File: src/sv/mpsm_pkg.sv
// package: types, pattern tables and helper functions for the substring matcher
`default_nettype none
package mpsm_pkg;

  localparam int unsigned CHAR_W             = 16;
  localparam int unsigned SYM_W              = 8;
  localparam int unsigned NUM_PAT            = 8;
  localparam int unsigned IDX_W              = 3;
  localparam int unsigned PAT_LEN_MAX        = 59;
  localparam int unsigned NUM_LONG_PATTERNS  = 8;
  localparam int unsigned NUM_SHORT_PATTERNS = 4;

  typedef logic [SYM_W-1:0]                   sym_t;
  typedef logic [PAT_LEN_MAX*SYM_W-1:0]       pat_t;
  typedef logic [(PAT_LEN_MAX-1)*SYM_W-1:0]   win_t;
  typedef logic [NUM_PAT-1:0]                 hits_t;
  typedef logic [IDX_W-1:0]                   idx_t;

  localparam logic PAT_SET_SHORT = 1'b0;
  localparam logic PAT_SET_LONG  = 1'b1;

  localparam sym_t NEVER_SYM  = 8'h80;
  localparam sym_t ASCII_MAX  = 8'h7F;
  localparam sym_t UPPER_A    = 8'h41;
  localparam sym_t UPPER_Z    = 8'h5A;
  localparam sym_t CASE_DELTA = 8'h20;

  // newest character sits in the low byte, zero bytes above the pattern are unused
  localparam pat_t LONG_PAT [NUM_PAT] = '{
    "some installation files are corrupt",
    "error reading setup initialization file",
    "setup cannot extract files necessary to install",
    "the installation program appears to be damaged or corrupted",
    "setup was unable to shutdown system",
    "corrupt cabinet file",
    "the installer you are trying to use is corrupted",
    "hotfix package"
  };

  localparam pat_t SHORT_PAT [NUM_PAT] = '{
    "install",
    "setup",
    "hotfix package",
    "self-extractor",
    '0, '0, '0, '0
  };

  function automatic sym_t fold_char(logic [CHAR_W-1:0] c);
    sym_t s;
    if (c[CHAR_W-1:SYM_W] != '0 || c[SYM_W-1:0] > ASCII_MAX) begin
      s = NEVER_SYM;
    end else if (c[SYM_W-1:0] >= UPPER_A && c[SYM_W-1:0] <= UPPER_Z) begin
      s = c[SYM_W-1:0] + CASE_DELTA;
    end else begin
      s = c[SYM_W-1:0];
    end
    return s;
  endfunction

  // empty pattern never matches
  function automatic logic pat_match(pat_t p, pat_t w);
    logic m;
    m = (p != '0);
    for (int j = 0; j < PAT_LEN_MAX; j++) begin
      if (p[j*SYM_W +: SYM_W] != '0 && p[j*SYM_W +: SYM_W] != w[j*SYM_W +: SYM_W]) begin
        m = 1'b0;
      end
    end
    return m;
  endfunction

  function automatic idx_t lowest_idx(hits_t h);
    idx_t idx;
    idx = '0;
    for (int j = NUM_PAT - 1; j >= 0; j--) begin
      if (h[j]) begin
        idx = idx_t'(j);
      end
    end
    return idx;
  endfunction

endpackage
`default_nettype wire

File: src/sv/mpsm_if.sv
// interfaces: character request channel and result request channel
`default_nettype none
interface mpsm_in_if;
  logic                             valid;
  logic                             ready;
  logic [mpsm_pkg::CHAR_W-1:0]      char_code;
  logic                             last_char;

  modport source (output valid, output char_code, output last_char, input ready);
  modport sink   (input valid, input char_code, input last_char, output ready);
endinterface

interface mpsm_out_if;
  logic                             valid;
  logic                             ready;
  logic                             found;
  logic [mpsm_pkg::IDX_W-1:0]       pattern_index;

  modport source (output valid, output found, output pattern_index, input ready);
  modport sink   (input valid, input found, input pattern_index, output ready);
endinterface
`default_nettype wire

File: src/sv/multi_pattern_substring_matcher.sv
// top level: case-insensitive multi-pattern substring matcher
//
//   channel  dir  handshake        payload
//   in_ch    in   valid/ready      char_code[15:0], last_char
//   out_ch   out  valid/ready      found, pattern_index[2:0]
//   cfg_*    in   cfg_wr_en        cfg_wr_data (pattern_set)
//
// one character per cycle while in_ch.ready is high; all pattern compares run in the
// accepting cycle against the window register plus the incoming folded character.
// a result appears in the cycle after the last character is accepted.
// in_ch.ready drops only while a result sits unclaimed in the output register.
// synchronous active-low reset clears window, hit flags, result valid and pattern_set.
`default_nettype none
module multi_pattern_substring_matcher (
  input  logic              clk,
  input  logic              rst_n,
  mpsm_in_if.sink           in_ch,
  mpsm_out_if.source        out_ch,
  input  logic              cfg_wr_en,
  input  logic              cfg_wr_data
);

  logic                  pattern_set_r;
  mpsm_pkg::win_t        window_r;
  mpsm_pkg::win_t        window_nxt;
  mpsm_pkg::pat_t        cur_win;
  mpsm_pkg::hits_t       hit_flags_r;
  mpsm_pkg::hits_t       hit_flags_nxt;
  mpsm_pkg::hits_t       hits;
  mpsm_pkg::hits_t       hit_all;
  logic                  in_acc;
  logic                  out_valid_r;
  logic                  found_r;
  mpsm_pkg::idx_t        pattern_index_r;

  assign in_ch.ready = !out_valid_r || out_ch.ready;
  assign in_acc      = in_ch.valid && in_ch.ready;

  assign cur_win = {window_r, mpsm_pkg::fold_char(in_ch.char_code)};

  always_comb begin
    for (int i = 0; i < mpsm_pkg::NUM_PAT; i++) begin
      if (pattern_set_r == mpsm_pkg::PAT_SET_LONG) begin
        hits[i] = (i < mpsm_pkg::NUM_LONG_PATTERNS) &&
                  mpsm_pkg::pat_match(mpsm_pkg::LONG_PAT[i], cur_win);
      end else begin
        hits[i] = (i < mpsm_pkg::NUM_SHORT_PATTERNS) &&
                  mpsm_pkg::pat_match(mpsm_pkg::SHORT_PAT[i], cur_win);
      end
    end
  end

  assign hit_all = hit_flags_r | hits;

  // end of string clears window and flags
  always_comb begin
    window_nxt    = window_r;
    hit_flags_nxt = hit_flags_r;
    if (in_acc) begin
      if (in_ch.last_char) begin
        window_nxt    = '0;
        hit_flags_nxt = '0;
      end else begin
        window_nxt    = cur_win[$bits(mpsm_pkg::win_t)-1:0];
        hit_flags_nxt = hit_all;
      end
    end
  end

  always_ff @(posedge clk) begin
    if (!rst_n) begin
      window_r      <= '0;
      hit_flags_r   <= '0;
      pattern_set_r <= mpsm_pkg::PAT_SET_SHORT;
      out_valid_r   <= 1'b0;
    end else begin
      window_r    <= window_nxt;
      hit_flags_r <= hit_flags_nxt;
      if (cfg_wr_en) begin
        pattern_set_r <= cfg_wr_data;
      end
      if (in_acc && in_ch.last_char) begin
        out_valid_r <= 1'b1;
      end else if (out_ch.ready) begin
        out_valid_r <= 1'b0;
      end
    end
  end

  always_ff @(posedge clk) begin
    if (in_acc && in_ch.last_char) begin
      found_r         <= |hit_all;
      pattern_index_r <= mpsm_pkg::lowest_idx(hit_all);
    end
  end

  assign out_ch.valid         = out_valid_r;
  assign out_ch.found         = found_r;
  assign out_ch.pattern_index = pattern_index_r;

`ifndef SYNTH
  a_last_gives_result: assert property (@(posedge clk) disable iff (!rst_n)
    (in_acc && in_ch.last_char) |=> out_valid_r)
    else $error("no result after last character");

  a_last_clears_state: assert property (@(posedge clk) disable iff (!rst_n)
    (in_acc && in_ch.last_char) |=> (hit_flags_r == '0 && window_r == '0))
    else $error("window or flags not cleared after last character");

  a_no_find_zero_index: assert property (@(posedge clk) disable iff (!rst_n)
    (out_valid_r && !found_r) |-> (pattern_index_r == '0))
    else $error("nonzero index without a find");

  a_flags_sticky: assert property (@(posedge clk) disable iff (!rst_n)
    (in_acc && !in_ch.last_char) |=> ((hit_flags_r & $past(hit_flags_r)) == $past(hit_flags_r)))
    else $error("hit flag lost mid-string");
`endif

endmodule
`default_nettype wire

File: src/flat_wrapper.sv
// flat-port wrapper written by rule: the top's interface ports become plain ports
module multi_pattern_substring_matcher_flat 
  (clk, rst_n, cfg_wr_en, cfg_wr_data, in_ch_valid, in_ch_char_code, in_ch_last_char, in_ch_ready, out_ch_valid, out_ch_found, out_ch_pattern_index, out_ch_ready);
  mpsm_in_if in_ch_i ();
  mpsm_out_if out_ch_i ();
  input  logic clk;
  input  logic rst_n;
  input  logic cfg_wr_en;
  input  logic cfg_wr_data;
  input wire logic [$bits(in_ch_i.valid)-1:0] in_ch_valid;
  input wire logic [$bits(in_ch_i.char_code)-1:0] in_ch_char_code;
  input wire logic [$bits(in_ch_i.last_char)-1:0] in_ch_last_char;
  output wire logic [$bits(in_ch_i.ready)-1:0] in_ch_ready;
  output wire logic [$bits(out_ch_i.valid)-1:0] out_ch_valid;
  output wire logic [$bits(out_ch_i.found)-1:0] out_ch_found;
  output wire logic [$bits(out_ch_i.pattern_index)-1:0] out_ch_pattern_index;
  input wire logic [$bits(out_ch_i.ready)-1:0] out_ch_ready;
  assign in_ch_i.valid = in_ch_valid;
  assign in_ch_i.char_code = in_ch_char_code;
  assign in_ch_i.last_char = in_ch_last_char;
  assign in_ch_ready = in_ch_i.ready;
  assign out_ch_valid = out_ch_i.valid;
  assign out_ch_found = out_ch_i.found;
  assign out_ch_pattern_index = out_ch_i.pattern_index;
  assign out_ch_i.ready = out_ch_ready;
  multi_pattern_substring_matcher u_core (.clk(clk), .rst_n(rst_n), .in_ch(in_ch_i), .out_ch(out_ch_i), .cfg_wr_en(cfg_wr_en), .cfg_wr_data(cfg_wr_data));
endmodule
File: config.mk
export PLATFORM = sky130hd
export DESIGN_NAME = multi_pattern_substring_matcher_flat
export DESIGN_NICKNAME = d
export VERILOG_FILES = /design/src/sv/mpsm_pkg.sv /design/src/sv/mpsm_if.sv /design/src/sv/multi_pattern_substring_matcher.sv /design/src/flat_wrapper.sv
export SDC_FILE = /design/constraint.sdc
export NUM_CORES = 1
export LEC_CHECK = 0
export ABC_AREA = 1
export BUFFER_PORTS_ARGS = -buffer_cell sky130_fd_sc_hd__buf_2
export CAP_MARGIN = 10
export CORE_MARGIN = 5
export CORE_UTILIZATION = 30
export DETAILED_ROUTE_END_ITERATION = 12
export PLACE_DENSITY = 0.56
export SETUP_SLACK_MARGIN = 0.5
export SLEW_MARGIN = 20
export SYNTH_ARGS = -nofsm -noshare
export SYNTH_HDL_FRONTEND = slang
export SYNTH_SLANG_ARGS = --single-unit
File: constraint.sdc
create_clock -name clk -period 4.9 [get_ports clk]
set_clock_uncertainty 0.2 [all_clocks]
set_input_delay 0 -clock clk [delete_from_list [all_inputs] [get_ports clk]]
set_output_delay 0 -clock clk [all_outputs]
set_load 0.005 [all_outputs]
[Word-level counts from Yosys, hierarchy flattened]
Cells that the tools add are included.
Word-level totals
  flip-flop bits (word level): 478
  output and inout port bits: 6
  word-level logic and storage cells: 598
Cells by class
  add/sub/neg operators: 1
  order comparisons: 3
  equality and inequality tests: 253
  multiplexer cells: 321
  bitwise logic cells: 1
  reductions and logical operators: 11
Operators by type and width (count)
  7-bit by 8-bit inequality test with 1-bit output (first input constant): 228
  464-bit two-way mux: 1
  1-bit two-way mux: 311
  6-bit by 8-bit inequality test with 1-bit output (first input constant): 25
  8-bit two-way mux: 3
  3-bit two-way mux: 4
  8-bit by 6-bit adder with 8-bit output (second input constant): 1
  8-bit by 7-bit >= comparator with 1-bit output (second input constant): 1
  8-bit by 7-bit greater-than comparator with 1-bit output (second input constant): 1
  8-bit by 7-bit less-or-equal comparator with 1-bit output (second input constant): 1
  8-bit bitwise OR: 1
  8-bit nonzero test: 1
  8-bit OR reduction: 1
  2-bit two-way mux: 2
  4-bit OR reduction: 1
  1-bit logical AND: 3
  1-bit logical OR: 2
  2-bit nonzero test: 1
  2-bit OR reduction: 1
  1-bit logical NOT: 1

[Longest topological paths before layout]
Gate-level depths: netlist (run 1).
  depth after elaboration: 73
  depth in mapped cells: 17
  gate-level depth less buffers: 17

[Worst setup path before layout (run 1)]
Ideal clock, no wire load.
  path type: register -> register
  start point: register u_core.window_r[73]
  end point: register u_core.pattern_index_r[1] (netlist: u_core.out_ch.pattern_index[1]), data pin
  arrival time: 1.555 ns
  required time: 4.445 ns
  path slack: 2.890 ns
  cell stages (with the launch flop): 14
  path buffers: 0
  period minus slack after synthesis: 2.010 ns
  path through: dfxtp_1 -> inv_2 -> or2_4 -> nor3_1 -> nand4_1 -> nor2_1 -> nand2_1 -> nor2_1 -> nand2_1 -> nor2_1 -> nand2_1 -> nand2_1 -> nor2_1 -> and2_1
On the way
  word-level cells in the longest chain between the ends: 54
Ends and longest elaborated chain
  from (decl): RTL line multi_pattern_substring_matcher.sv:24  | mpsm_pkg::win_t window_r;
  from (signal assigned): RTL line multi_pattern_substring_matcher.sv:77  | window_r <= window_nxt;
  7-bit by 8-bit inequality test with 1-bit output: RTL line mpsm_pkg.sv:65  | if (p[j*SYM_W +: SYM_W] != '0 && p[j*SYM_W +: SYM_W] != w[j*SYM_W +: SYM_W]) begin
  1-bit two-way mux (49 in a row): RTL line mpsm_pkg.sv:65
  1-bit two-way mux: RTL line multi_pattern_substring_matcher.sv:43  | if (pattern_set_r == mpsm_pkg::PAT_SET_LONG) begin
  8-bit bitwise OR *: RTL line multi_pattern_substring_matcher.sv:53  | assign hit_all = hit_flags_r | hits;
  2-bit two-way mux (2 in a row): RTL line mpsm_pkg.sv:76  | if (h[j]) begin
  to (signal assigned): RTL line multi_pattern_substring_matcher.sv:93  | pattern_index_r <= mpsm_pkg::lowest_idx(hit_all);
  to (decl): RTL line multi_pattern_substring_matcher.sv:34  | mpsm_pkg::idx_t pattern_index_r;
Mark *: on every way between the ends. The rest lies on a longest branch, timed or not.
A chain may end at the register's enable or synchronous reset.

[Final worst setup path (run 1)]
  start point: register u_core.window_r[45]
  end point: register u_core.pattern_index_r[1] (netlist: u_core.out_ch.pattern_index[1]), data pin
On the way
  word-level cells in the longest chain between the ends: 58
Ends and longest elaborated chain (RTL line)
  7-bit by 8-bit inequality test with 1-bit output: mpsm_pkg.sv:65
  1-bit two-way mux (53 in a row): mpsm_pkg.sv:65
  1-bit two-way mux: multi_pattern_substring_matcher.sv:43
  8-bit bitwise OR *: multi_pattern_substring_matcher.sv:53
  2-bit two-way mux (2 in a row): mpsm_pkg.sv:76
Marked as above.

==> run metrics, run 1 <==
status=complete, no violations; post-route ant nets=0; final cell count without fillers=4274; number of synthesized flops with an enable pin=4; worst r2r path cells=12; Syn Inst Count=3300; Critical R2R Launch=u_core.window_r[45]; final wirelength=77100 um; commonest non-fill, non-tap cell in the layout=nand2_1; nets=3304; GRT Total Usage=0.188; full die area=77600 um^2; hold path endpoint=u_core.hit_flags_r[7]; DRC Markers=0; CP dominant cell by count=nor2_1; largest net degree at the start of global routing=197; Hold Crit Start=in_ch_char_code[15]; f_max=253 MHz; post-CTS setup buffers=0; Max stage delay cell, worst path=nor4_1; Iteration-0 DRC Markers=2218; r2r setup slk=940 ps; first-pass GRT wire length=116000 um; crit-path max cell delay=760 ps; post-synthesis sequential area ratio=0.444; asr flop ratio synth=0; largest family of logic cells by synthesized area=simple AND/OR/NAND/NOR gates; CP bufs+invs=1; initial antenna violation count=2; Final HPWL DP=55500 um; Area growth syn-to-layout=14.2%; Die W=278 um; Most used DFF post-synth=dfxtp_1; drt pass-1 iters=6; Core Region=71500 um^2; synthesized area per cell=6.55 um^2; Critical R2R Capture=u_core.out_ch.pattern_index[1]; Site Rows=98; path type of the worst min-delay path=in2reg; Routability Congestion=1.02; number of global-route vias before repair=19200; crit path time final=3960 ps; Slew Limit Headroom=0.280; Max Buffers Root-to-Sink=3; Synth Area in Adders=0.000579; Distinct cells, synth=36; layout cell share with drive strength beyond 1=0.0467; Critical Path Start Type=flip-flop; Crit path max-delay family=simple AND/OR/NAND/NOR gates; Worst Path Arrival=4120 ps; highest-count cells in the layout ignoring fill and taps=nand2_1, dfxtp_1, a21oi_1; Pwr Density=331 nW/um^2; placed cell count=4138; I/O pin total=29; Clock Sinks=478; simple-gate portion of the synthesized area=0.373; vias=21100; CP Capture Type=flip-flop; fin. max-slew vios=0; final setup fails=0; xor/xnor share of the synthesized area=0; # H-tree levels=2; clock root buffer master=clkbuf_16; crit-path cells=inv_1 -> nor2_1 -> nand3_1 -> nor4_1 -> nand2_1 -> nor2_1 -> nand2_1 -> nor2_1 -> nand3_1 -> nand3b_1 -> nor2_1 -> and2_1; final number of hold-violating endpoints=0; Seq cells post-synth=478; synth warn=0; Worst IR Drop VDD=237 uV; maxcap violations=0; Leakage=7.49 nW; hold depth=12; PortBufs=28; setup TNS=0 ps; compound-gate portion of the synthesized area=0.111; post-synthesis mux area share=0; Net Count, Synth=3324; crit path kind=reg2reg; Initial Util=0.302; RSZ-0062 raised after global routing=no; Netlist Area Pre-Place=21600 um^2; Clock transition at path regs=60 ps; cts bufs inserted=52; worst skew pair latency=610 ps; CTS tree=done; Congestion Overflow GR=0; period utilization=0.807; Tightest Pin Transition=1080 ps; WL/cell=18.0 um; vias per cell=4.95; Req. time, crit path=5060 ps; Die Span Y=278 um; Crit Path Max Fanout=5
[how the worst max path moves through the flow]
stage | from | end | cells after the start
floorplan | u_core.window_r[73] | u_core.out_ch.pattern_index[1] | 13
detailed placement | u_core.window_r[45] | u_core.out_ch.pattern_index[1] | 12
global placement | u_core.window_r[45] | u_core.out_ch.pattern_index[1] | 12
finish | u_core.window_r[45] | u_core.out_ch.pattern_index[1] | 12
global route | u_core.window_r[45] | u_core.out_ch.pattern_index[1] | 12
CTS | u_core.window_r[45] | u_core.out_ch.pattern_index[1] | 12
[final cells by class]
| class | count | area [um^2] |
|---|---|---|
| well taps | 950 | 1190 |
| fillers | 7773 | 46800 |
| flip-flops and latches | 478 | 9610 |
| clock inverters | 18 | 205 |
| repair buffers | 79 | 728 |
| diodes | 3 | 7.51 |
| multi-input cells | 2429 | 10500 |
| clock buffers | 77 | 1540 |
| inverters | 240 | 908 |
[power by group]
| part | total [mW] | leakage [nW] | switching (mW) | internal, mW |
|---|---|---|---|---|
| logic | 0.286 | 2.77 | 0.229 | 0.0578 |
| registers | 3.90 | 3.85 | 0.00322 | 3.89 |
| clock network | 3.98 | 0.862 | 1.65 | 2.33 |
| total | 8.17 | 7.49 | 1.88 | 6.29 |
[flip-flops by register name, summed over array words and instances (netlist names)]
| register | count |
|---|---|
| u_core.window_r | 464 |
| u_core.hit_flags_r | 8 |
| u_core.out_ch.pattern_index | 3 |
| u_core.out_ch.found | 1 |
| u_core.out_ch.valid | 1 |
| u_core.pattern_set_r | 1 |
[cell usage after synthesis (3+ instances only)]
library cell	number	area, um^2
nand2_1	1198	4500
dfxtp_1	474	9490
a21oi_1	465	2330
nor2_1	384	1440
inv_1	237	890
nand3_1	119	596
clkbuf_1	106	398
nand4_1	95	594
nor3_1	75	375
buf_2	44	220
nor4_1	25	156
nand3b_1	11	82.6
nor3b_1	9	67.6
or2_2	9	56.3
and2_1	5	31.3
edfxtp_1	4	120
o21ai_0	4	20.0
buf_1	3	11.3
nor2_2	3	18.8
nor3_2	3	30.0
nor4b_1	3	26.3
[metal layers]
layer	vias to the layer above	part of all wire	GRT usage
li1	10600	-	-
met1	9865	0.46	0.266
met2	586	0.44	0.292
met3	135	0.065	0.0346
met4	0	0.032	0.0590
met5	-	0	0
[stage by stage]
stage               worst slack [ps]  utilization  hold slack [ps]  area (um^2)  total power [mW]
floorplan                       2890            -             -102        21600              4.18
global placement                1140        0.315             66.6        22500              4.26
detailed placement              1220        0.315             64.0        22500              4.25
CTS                             1200        0.345             39.9        24700              8.29
global route                     866        0.345              138        24700              8.47
finish                           944        0.345             82.1        24700              8.17
[cell families (layout without fill, tap and decap cells)]
| logic type | Yosys count | count (layout) |
|---|---|---|
| AOI/OAI and AO/OA | 476 | 476 |
| adders and majority gates | 1 | 1 |
| buffers and inverters | 393 | 414 |
| DFF | 478 | 478 |
| other | 0 | 3 |
| and+or+nand+nor | 1952 | 1952 |
[tightest hold or removal path, stage by stage]
cell and delay [ps]:
buf_2 80, nor2_1 40, nand2_1 110, nor2_4 90, nand2_2 90, nor3_2 60
nand2_1 60, inv_1 50, nand3_1 80, nand2_1 70, inv_1 70, a211oi_1 40
[timing repair]
action                                 in CTS  in global routing
setup endpoints to repair                   0                  0
hold buffers                               38                  0
endpoints found under the hold margin     275                  0
resized for setup                           0                  0
(Power assumes the default switching activity.)
==> run 2, diff against run 1 <==
clock period = 3.8 ns   (was 4.9 ns; I/O delays follow)
==> run 2 against run 1 <==
Die area unchanged. First-iteration DRC count decreased by 2.6%. Combinational power increased by 35%. Final cell count increased by 0.44%. Setup slack got worse by 340 ps. Core utilization increased by 0.39 points. Sequential power increased by 29%. Sequential share of layout area decreased by 0.43 points. Wire length decreased by 0.22%. Cell area increased by 1.1%. Register-to-register slack got worse by 340 ps. Largest cell class unchanged.
==> run metrics, run 2 (synthesized netlist as in run 1, its figures left out) <==
Die W=278 um (unchanged); nets=3326 (+0.67%); Site Rows=98 (unchanged); Leakage=7.66 nW (+2.3%); setup TNS=0 ps (unchanged); PortBufs=28 (unchanged); first-pass GRT wire length=117000 um (+0.76%); WL/cell=17.9 um (-0.66%); initial antenna violation count=0 (-2); path type of the worst min-delay path=in2reg; vias per cell=4.93 (-0.34%); number of global-route vias before repair=19300 (+0.43%); CP Capture Type=flip-flop; crit-path max cell delay=430 ps (-330 ps); Clock Sinks=478 (unchanged); Final HPWL DP=56100 um (+1.1%); maxcap violations=0 (unchanged); Pwr Density=430 nW/um^2 (+30%); DRC Markers=0 (unchanged); pre-CTS setup slack=647 ps (-575 ps); Area growth syn-to-layout=15.5%; final number of hold-violating endpoints=0 (unchanged); final setup fails=0 (unchanged); hold_ws=39.7 ps (-42.4 ps); crit path time final=3200 ps (-759 ps); cts bufs inserted=53 (+1.9%); crit-path cells=inv_1 -> nor2_1 -> nand3_2 -> inv_1 -> nand3_1 -> nor2_1 -> nand4_1 -> nor2_1 -> nand3_1 -> nand3_1 -> nor2_1 -> nand2_1 -> nor2_1; Setup WS post-layout=603 ps (-341 ps); Routability Congestion=1.04 (+2.2%); CTS tree=done; RSZ-0062 raised after global routing=no; total chip power=10.7 mW (+31%); GRT Total Usage=0.189 (+0.000826); diode count=0 (-3); highest-count cells in the layout ignoring fill and taps=nand2_1, dfxtp_1, a21oi_1; period utilization=0.841 (+0.0340); Max Buffers Root-to-Sink=3 (unchanged); Clock transition at path regs=60 ps (about the same); Congestion Overflow GR=0 (unchanged); crit path kind=reg2reg; Iteration-0 DRC Markers=2160 (-2.6%); Core Region=71500 um^2 (unchanged); Slew Limit Headroom=0.184 (-0.0957); max FFs per register=464 (unchanged); Die Span Y=278 um (unchanged); CP dominant cell by count=nor2_1; post-route ant nets=0 (unchanged); Critical Path Start Type=flip-flop; Worst Path Arrival=3360 ps (-760 ps); clock root buffer master=clkbuf_16; worst skew pair latency=610 ps (about the same); Worst IR Drop VDD=303 uV (+28%); fin. max-slew vios=0 (unchanged); commonest non-fill, non-tap cell in the layout=nand2_1; Initial Util=0.302 (unchanged); final wirelength=76900 um (-0.22%); largest net degree at the start of global routing=218 (+11%); final core occ=0.349 (+0.00390); Tightest Pin Transition=1220 ps (+144 ps); I/O pin total=29 (unchanged); Max stage delay cell, worst path=nor2_1; status=complete, no violations; Biggest register=u_core.window_r; full die area=77600 um^2 (unchanged); f_max=313 MHz (+24%); vias=21200 (+0.10%); Crit Path Max Fanout=4 (-1); layout cell share with drive strength beyond 1=0.0544 (+0.00777); # H-tree levels=2 (unchanged); Req. time, crit path=3970 ps (-1090 ps); drt pass-1 iters=6 (unchanged)
-- run 2: metrics by stage --
step | area, um^2 | cells
3_5_place_dp | 22700 | 4159
6_report | 25000 | 4293
4_1_cts | 25000 | 4293
2_1_floorplan | 21600 | 3300
5_1_grt | 25000 | 4293
3_3_place_gp | 22700 | 4159
-- run 2: final cells by class --
type	count	area, um^2
fill	7811	46500
clock buffer	77	1590
inverter	240	908
multi-input combinational	2429	10500
sequential	478	9610
clock inverter	19	256
tap	950	1190
timing repair buffer	100	901
-- run 2: repair_timing --
| item | in CTS | in global routing |
|---|---|---|
| gates resized for setup | 0 | 3 |
| hold buffers | 38 | 0 |
| endpoints found under the setup margin | 0 | 2 |
| hold endpoints to repair | 407 | 0 |
| setup buffers | 0 | 0 |
-- run 2: path summary, 6_finish.rpt --
path              slack, ps             startpoint  cells past startpoint                        endpoint
setup / recovery        600    u_core.window_r[45]                     13  u_core.out_ch.pattern_index[2]
setup reg to reg        600    u_core.window_r[45]                     13  u_core.out_ch.pattern_index[2]
hold / removal           40              cfg_wr_en                      4            u_core.pattern_set_r
hold reg to reg         260  u_core.hit_flags_r[7]                      2           u_core.hit_flags_r[7]
-- run 2: per-layer routing --
layer | wire [um] | track usage | vias up
li1 | - | - | 10600
met1 | 35000 | 0.262 | 9804
met2 | 33900 | 0.294 | 607
met3 | 5200 | 0.0386 | 148
met4 | 2830 | 0.0669 | 0
met5 | 0 | 0 | -
-- run 2: report_power, final --
part	leakage, nW	switching, mW	internal (mW)
clock network	0.918	2.15	3.18
logic	2.89	0.299	0.0863
registers	3.85	0.00381	5.02
total	7.66	2.45	8.29
-- run 2: worst max-delay path: cells and delay by family (launching register included) --
family	cells	cell delay, ps
buffers and inverters	2	170
DFF	1	400
and+or+nand+nor	11	2190
